===== src/rtl/srdt_pkg.sv =====
package srdt_pkg;

  localparam int COORD_IN_W = 16;
  localparam int COUNT_W    = 12;
  localparam int CAP_W      = 12;
  localparam int DIST_W     = 24;
  localparam int CFG_DATA_W = 24;
  localparam int CFG_IDX_W  = 1;
  localparam int STATUS_W   = 2;

  localparam logic [CAP_W-1:0]  CAP_RESET  = 12'd320;
  localparam logic [DIST_W-1:0] DIST_RESET = 24'd4096;

  localparam logic [CFG_IDX_W-1:0] CFG_CAPACITY    = 1'd0;
  localparam logic [CFG_IDX_W-1:0] CFG_MIN_DIST_SQ = 1'd1;

  localparam logic OP_BEGIN = 1'b0;
  localparam logic OP_OFFER = 1'b1;

  localparam logic [STATUS_W-1:0] ST_STORED    = 2'd0;
  localparam logic [STATUS_W-1:0] ST_DUPLICATE = 2'd1;
  localparam logic [STATUS_W-1:0] ST_FULL      = 2'd2;
  localparam logic [STATUS_W-1:0] ST_CLEARED   = 2'd3;

  // Commands from the controller to the datapath.
  typedef struct packed {
    logic                load;
    logic                clear;
    logic                store;
    logic                scan_start;
    logic                scan_issue;
    logic                finish;
    logic [STATUS_W-1:0] status;
  } srdt_cmd_t;

  // Status from the datapath to the controller.
  typedef struct packed {
    logic op;
    logic full;
    logic empty;
    logic scan_last;
    logic pipe_busy;
    logic dup;
    logic out_free;
  } srdt_stat_t;

endpackage


===== src/rtl/srdt_ctrl.sv =====
module srdt_ctrl (
  input  logic                 clk,
  input  logic                 rst_n,
  input  logic                 in_valid,
  output logic                 in_ready,
  input  srdt_pkg::srdt_stat_t stat,
  output srdt_pkg::srdt_cmd_t  cmd
);

  localparam logic [2:0] S_IDLE   = 3'd0;
  localparam logic [2:0] S_EVAL   = 3'd1;
  localparam logic [2:0] S_SCAN   = 3'd2;
  localparam logic [2:0] S_DRAIN  = 3'd3;
  localparam logic [2:0] S_FINISH = 3'd4;

  logic [2:0]                    state_r, state_nxt;
  logic [srdt_pkg::STATUS_W-1:0] pend_r, pend_nxt;

  assign in_ready = (state_r == S_IDLE);

  always_comb begin
    state_nxt      = state_r;
    pend_nxt       = pend_r;
    cmd            = '0;
    cmd.status     = pend_r;
    case (state_r)
      S_IDLE: begin
        if (in_valid) begin
          cmd.load  = 1'b1;
          state_nxt = S_EVAL;
        end
      end
      S_EVAL: begin
        state_nxt = S_FINISH;
        if (stat.op == srdt_pkg::OP_BEGIN) begin
          pend_nxt = srdt_pkg::ST_CLEARED;
        end else if (stat.full) begin
          pend_nxt = srdt_pkg::ST_FULL;
        end else if (stat.empty) begin
          pend_nxt = srdt_pkg::ST_STORED;
        end else begin
          cmd.scan_start = 1'b1;
          state_nxt      = S_SCAN;
        end
      end
      S_SCAN: begin
        cmd.scan_issue = 1'b1;
        if (stat.scan_last) begin
          state_nxt = S_DRAIN;
        end
      end
      S_DRAIN: begin
        // The duplicate flag is final once the compare pipeline is empty.
        if (!stat.pipe_busy) begin
          pend_nxt  = stat.dup ? srdt_pkg::ST_DUPLICATE : srdt_pkg::ST_STORED;
          state_nxt = S_FINISH;
        end
      end
      S_FINISH: begin
        if (stat.out_free) begin
          cmd.finish = 1'b1;
          cmd.store  = (pend_r == srdt_pkg::ST_STORED);
          cmd.clear  = (pend_r == srdt_pkg::ST_CLEARED);
          state_nxt  = S_IDLE;
        end
      end
      default: begin
        state_nxt = S_IDLE;
      end
    endcase
  end

  always_ff @(posedge clk) begin
    if (!rst_n) begin
      state_r <= S_IDLE;
      pend_r  <= srdt_pkg::ST_STORED;
    end else begin
      state_r <= state_nxt;
      pend_r  <= pend_nxt;
    end
  end

  a_scan_not_empty: assert property (@(posedge clk) disable iff (!rst_n)
    cmd.scan_start |-> !stat.empty && !stat.full)
    else $error("scan started on an empty or full table");

  a_store_not_full: assert property (@(posedge clk) disable iff (!rst_n)
    (state_r == S_EVAL && stat.op == srdt_pkg::OP_OFFER && stat.full) |=>
    pend_r == srdt_pkg::ST_FULL)
    else $error("full table did not give a full status");

  a_no_accept_busy: assert property (@(posedge clk) disable iff (!rst_n)
    cmd.finish |=> state_r == S_IDLE)
    else $error("controller did not return to idle after a result");

endmodule


===== config.mk =====
export PLATFORM = sky130hd
export DESIGN_NAME = srdt_ctrl
export DESIGN_NICKNAME = d
export VERILOG_FILES = /design/src/rtl/srdt_pkg.sv /design/src/rtl/srdt_ctrl.sv
export SDC_FILE = /design/constraint.sdc
export NUM_CORES = 1
export LEC_CHECK = 0
export BUFFER_PORTS_ARGS = -buffer_cell sky130_fd_sc_hd__buf_2
export CORE_AREA = 2 2 39 41
export DETAILED_ROUTE_END_ITERATION = 6
export DIE_AREA = 0 0 41 43
export SLEW_MARGIN = 20
export SYNTH_ARGS = -nofsm -noshare
export SYNTH_HDL_FRONTEND = slang
export SYNTH_SLANG_ARGS = --single-unit

===== constraint.sdc =====
create_clock -name clk -period 1.6 [get_ports clk]
set_input_delay 0.08 -clock clk [delete_from_list [all_inputs] [get_ports clk]]
set_output_delay 0.08 -clock clk [all_outputs]
set_load 0.02 [all_outputs]

# Word-level counts from Yosys, hierarchy flattened
# Cells that the tools add are included.
dict set report totals {
  register_bits 5
  word_cells 42
  in_bits 10
}
dict set report op_classes {
  n_eq_ne 10
  reduce_logical 5
  muxes 25
}
# operator count
set op_table {}
lappend op_table {{3-bit 2-to-1 mux} 7}
lappend op_table {{3-bit case mux with 5 select lines} 1}
lappend op_table {{2-bit 2-to-1 mux} 6}
lappend op_table {{1-bit 2-to-1 mux} 10}
lappend op_table {{2-bit inequality test, second input constant} 4}
lappend op_table {{3-bit by 2-bit == test with 1-bit output, second input constant} 2}
lappend op_table {{4-bit inequality test, second input constant} 1}
lappend op_table {{2-bit case mux with 2 select lines} 1}
lappend op_table {{4-bit AND reduction} 1}
lappend op_table {{3-bit by 1-bit == test with 1-bit output, second input constant} 1}
lappend op_table {{3-bit == test, second input constant} 1}
lappend op_table {{3-bit logical NOT} 1}
lappend op_table {{3-bit AND reduction} 1}
lappend op_table {{2-bit == test, second input constant} 1}
lappend op_table {{2-bit logical NOT} 1}
lappend op_table {{2-bit nonzero test} 1}

# Longest topological paths before layout
# Gate-level depths: netlist (run 1).
dict set report depth {
  word_depth 4
  mapped_depth 4
  ltp_nobuf 3
}

# Worst setup path after synthesis (run 1)
# No wires, ideal clock.
dict set report synth_timing {
  path_type {register to output}
  startpoint {reg state_r[1]}
  endpoint {out cmd[5] in the netlist's numbering}
  t_required_ps 1520
  path_slack_ps 127
  path_buffers 1
  arrival_time_ps 1393
  stages_incl_launch_ff 4
  path_cell_list {dfxtp_1 > buf_2 > and4bb_2 > nor3b_1}
}
# element line
set synth_rtl {}
lappend synth_rtl {{start, declared} srdt_ctrl.sv:16} ;# logic [2:0] state_r, state_nxt;
lappend synth_rtl {{start signal, assigned} srdt_ctrl.sv:78} ;# state_r <= state_nxt;
lappend synth_rtl {{end, declared} srdt_ctrl.sv:7} ;# output srdt_pkg::srdt_cmd_t cmd

==> metrics.txt, run 1 <==
vias per cell 4.909; worst min-delay path class in2reg; Synth Instances 41; Post-synth ARST share 0%; Yosys warnings 0; synthesized area per cell 8.758 um2; Setup WS pre-CTS 261.2 ps; CTS tree built; clk root buf clkbuf_4; Die H 43 um; worst setup margin 116.2 ps; clk sinks 5; Initial Util 25.95%; Synth Flop Type dfxtp_1; fin. max-slew vios 0; Final Critical Period 1484 ps; Post-Place Cells 73; vias in the first global route 335; CTS Hold Bufs 0; RSZ-0062 raised after global routing false; total global-route track usage 11.66%; nets@finish 72; Worst Tran Pin Value 465.1 ps; Final Setup Violations 0; Clock transition at path regs 40 ps; largest cells by area after synthesis dfxtp_1 (28%), nor3b_1 (6.3%), nor4b_1 (4.9%), nor3_1 (4.2%), o31ai_1 (4.2%); cell breakdown of the critical path and4bb_2 -> nor3b_1 -> buf_2; Rows 14; Startpoint Class flip-flop; Yosys top cell by area dfxtp_1; max incr delay on CP 510 ps; WHS Path Cells 2; CP max FO 11; final period utilization 92.74%; syn_nets 51; Leak 0.2107 nW; Post-synth EDFFs 0; Power Dens Cells 852.8 nW/um2; Total Neg Setup Slack 0 ps; dpl hpwl 623.9 um; Max Clock Freq 0.6739 GHz; Placer Congestion 0.7657; Boundary Pins 19; post-route non-filler standard cell count 77; Hold Fails Final Rpt 0; via count 378; synth unique cells 28; Routed Antenna Nets 0; worst setup path class reg2out; multi-input logic area 231.5 um2; antenna cells 0; register area share after synthesis 27.87%; Worst setup EP type output pin; max_cap viols 0; Resized Gates After CTS 0; CTS max path bufs 2; final WL 812 um; Filler Cell Count 145; total power 408.7 uW; Yosys reg bits 5; Yosys top cell area share 27.87%; initial DRC count 5; DIE AREA 1763 um2; IO Port Bufs 18; arrival time at the worst endpoint 1400 ps; status completed; Worst EP required 1520 ps; hold slack 103.0 ps; core area 1384 um2; Post-CTS Setup Inserts 0; share of layout cells above drive strength 1 42.62%; DRC 0; synthesis-to-finish area growth 33.45%; number of antenna violations at the first check in global routing 0; clk_skew 5.721 ps; fin area 479.2 um2; Max rail drop VDD 0.2396 mV; Storage cell area 100.1 um2; die width 41 um; critical path's slowest cell dfxtp_1; Core Util, Final 34.63%; first-pass GRT wire length 1324 um; Initial DRT Pass Iterations 3; TritonCTS buffer count 3; grt ovf 0; Register-to-Register Path Depth 3; max_slew headroom 68.56%; H-tree depth 1; post-synthesis cell area 359.1 um2; Cell Area, Placed 452.9 um2; WL/cell 10.55 um; largest net degree at the start of global routing 12; clk_lat worst skew 240 ps
[per-layer routing]
| layer | part of all wire [%] | track usage (%) | routed length [um] |
|---|---|---|---|
| met1 | 51 | 15.48 | 414 |
| met3 | 8.7 | 3.141 | 71 |
| met4 | 2.7 | 12.00 | 22 |
| met5 | 0 | 0 | 0 |
| met2 | 37 | 13.75 | 303 |
[flip-flops by register name, indices dropped and copies added (netlist names)]
register  count
state_r       3
pend_r        2
[layout by cell type, fill, tap and decap left out]
master	instances
buf_2	18
dfxtp_1	5
nor3b_1	3
nor3_1	3
clkbuf_4	3
and2_1	2
nor2b_1	2
o31ai_1	2
nand2b_1	2
nor4b_1	2
and4bb_2	1
nand2_1	1
and3_1	1
mux2_2	1
and2b_2	1
nand3_1	1
o41ai_1	1
nor2_1	1
mux2i_1	1
o221a_1	1
nand3b_1	1
inv_2	1
o21ai_0	1
a211oi_1	1
o21a_1	1
or4_1	1
a21boi_1	1
clkbuf_1	1
buf_4	1
[cell type report]
cell class,instances,share of cell area [%]
clock buffer,4,5.483
inverter,1,0.7833
multi-input combinational,32,48.30
sequential,5,20.89
tap,16,4.178
timing repair buffer,19,20.37
[final timing paths]
| kind | startpoint | endpoint | slack, ps |
|---|---|---|---|
| min reg2reg | pend_r[1] | pend_r[1] | 510 |
| min | rst_n | state_r[2] | 100 |
| max | state_r[2] | cmd[5] | 120 |
| max reg2reg | state_r[2] | state_r[0] | 240 |
[critical path, delay by kind of cell, from the launching register on]
kind                   cells  cell delay (ps)
flip-flops                 1              510
buffers and inverters      1              190
AND/OR/NAND/NOR            2              460
[cell families after synthesis]
logic type | count (synthesis) | synth area share [%]
mux | 2 | 5.923
compound gates | 8 | 17.42
simple gates | 22 | 41.11
flops | 5 | 27.88
buf+inv | 4 | 7.664
[report_power, final]
group	total, mW	switching, mW	internal (mW)	leakage [nW]
sequential	0.160	0.0227	0.138	0.0410
combinational	0.105	0.0555	0.0499	0.155
clock	0.143	0.0489	0.0941	0.0150
[cells in the mapped netlist (all sizes together) (2+ instances only)]
cell type / n
o31ai: 2
nand2b: 2
dfxtp: 5
nor2b: 2
nor3b: 3
nor4b: 2
and2: 2
nor3: 3
buf: 3
Note: power is estimated with default switching activity, not from simulation.
==> inputs of run 2 (changes only) <==
==> constraint.sdc (replaced) <==
create_clock -name clk -period 1.6 [get_ports clk]
set_input_delay 0.32 -clock clk [delete_from_list [all_inputs] [get_ports clk]]
set_output_delay 0.32 -clock clk [all_outputs]
set_load 0.02 [all_outputs]
==> run 2 against run 1 <==
Fmax fell by 3.7%. Sequential share of layout area fell by 0.64 points. Hold slack improved by 240 ps. Total power rose by 4.4%. Largest power group unchanged.
==> metrics.txt, run 2 (same netlist as run 1, synthesis figures left out) <==
status completed; Final Setup Violations 0; Hold Fails Final Rpt 0; Max rail drop VDD 0.2176 mV; Boundary Pins 19; first-pass GRT wire length 1428 um; Rows 14; TritonCTS buffer count 3; Clock transition at path regs 40 ps; number of antenna violations at the first check in global routing 0; biggest regs state_r (3), pend_r (2); Initial Util 25.95%; final WL 852 um; max reg flops 3; WL/cell 10.78 um; Filler Cell Count 165; worst setup path class reg2out; WHS Path Cells 2; commonest cells after routing, fill and taps aside buf_2 (18), clkbuf_4 (3), dfxtp_1 (3), buf_4 (3); Total Neg Setup Slack 0 ps; Register-to-Register Path Depth 3; DRC 0; Routed Antenna Nets 0; Worst setup EP type output pin; post-route non-filler standard cell count 79; die width 41 um; Max Clock Freq 0.6491 GHz; Worst EP required 1280 ps; fin. max-slew vios 0; core area 1384 um2; antenna cells 0; Final Critical Period 1541 ps; arrival time at the worst endpoint 1220 ps; max_slew headroom 63.59%; vias in the first global route 347; max_cap viols 0; CP max FO 6; Power Dens Cells 841.7 nW/um2; CTS Hold Bufs 0; Startpoint Class flip-flop; largest net degree at the start of global routing 11; Die H 43 um; most common cell after layout, fill and taps aside buf_2; RSZ-0062 raised after global routing false; vias per cell 5.000; Post-Place Cells 75; clk_lat worst skew 250 ps; clk_skew 2.395 ps; DIE AREA 1763 um2; worst min-delay path class in2reg; Post-CTS Setup Inserts 0; CTS tree built; share of layout cells above drive strength 1 50.79%; grt ovf 0; via count 395; Placer Congestion 0.7817; clk sinks 5; synthesis-to-finish area growth 41.12%; total global-route track usage 12.44%; clk root buf clkbuf_4; nets@finish 74; Leak 0.2275 nW; most flop-heavy register state_r; final period utilization 96.29%; Initial DRT Pass Iterations 2; IO Port Bufs 18; initial DRC count 4; H-tree depth 1; Worst Tran Pin Value 538.5 ps; CTS max path bufs 2
[run 2: metal layers]
layer / share of wire, % / GRT usage [%] / vias to the layer above
li1: - / - / 199
met1: 44 / 15.06 / 176
met2: 44 / 16.56 / 15
met3: 6.9 / 1.571 / 5
met4: 5.2 / 14.00 / 0
met5: 0 / 0 / -
[run 2: stage by stage]
stage	utilization, %	hold slack [ps]	area, um2	setup slack, ps	power [mW]
global placement	34.54	503.6	478.0	195.3	0.2787
finish	36.62	340.4	506.7	59.37	0.4265
detailed placement	34.54	506.8	478.0	188.3	0.2798
CTS	36.53	341.0	505.5	4.344	0.4344
global route	36.62	348.6	506.7	5.401	0.4579
floorplan	-	437.8	369.1	77.21	0.2404
[run 2: repair_timing]
item	4_1_cts	5_1_grt
resized for setup	1	1
setup endpoints to repair	1	2
hold endpoints to repair	0	0
[run 2: report_power, final]
part	leakage, nW	switching (mW)	internal, mW	total (mW)
sequential	0.0419	0.0119	0.138	0.150
combinational	0.171	0.0696	0.0586	0.128
clock	0.0150	0.0539	0.0944	0.148
[run 2: path summary, 6_finish.rpt]
check	from	endpoint	slack [ps]
setup / recovery	state_r[1]	cmd[5]	60
hold / removal	rst_n	state_r[2]	340
hold reg to reg	state_r[2]	state_r[0]	500
setup reg to reg	state_r[1]	pend_r[0]	220
[run 2: layout make-up]
cell class                 count  area (um2)  share of cell area [%]
multi-input combinational     32       241.5                   47.65
timing repair buffer          21       112.6                   22.22
sequential                     5       102.6                   20.25
clock buffer                   4       26.28                   5.185
tap                           16       20.02                   3.951
inverter                       1       3.754                  0.7407
[run 2: worst max-delay path, stage by stage, from the launching register on]
cell,delay [ps]
dfxtp_2,340
and4bb_2,310
nor3b_2,150
buf_2,180
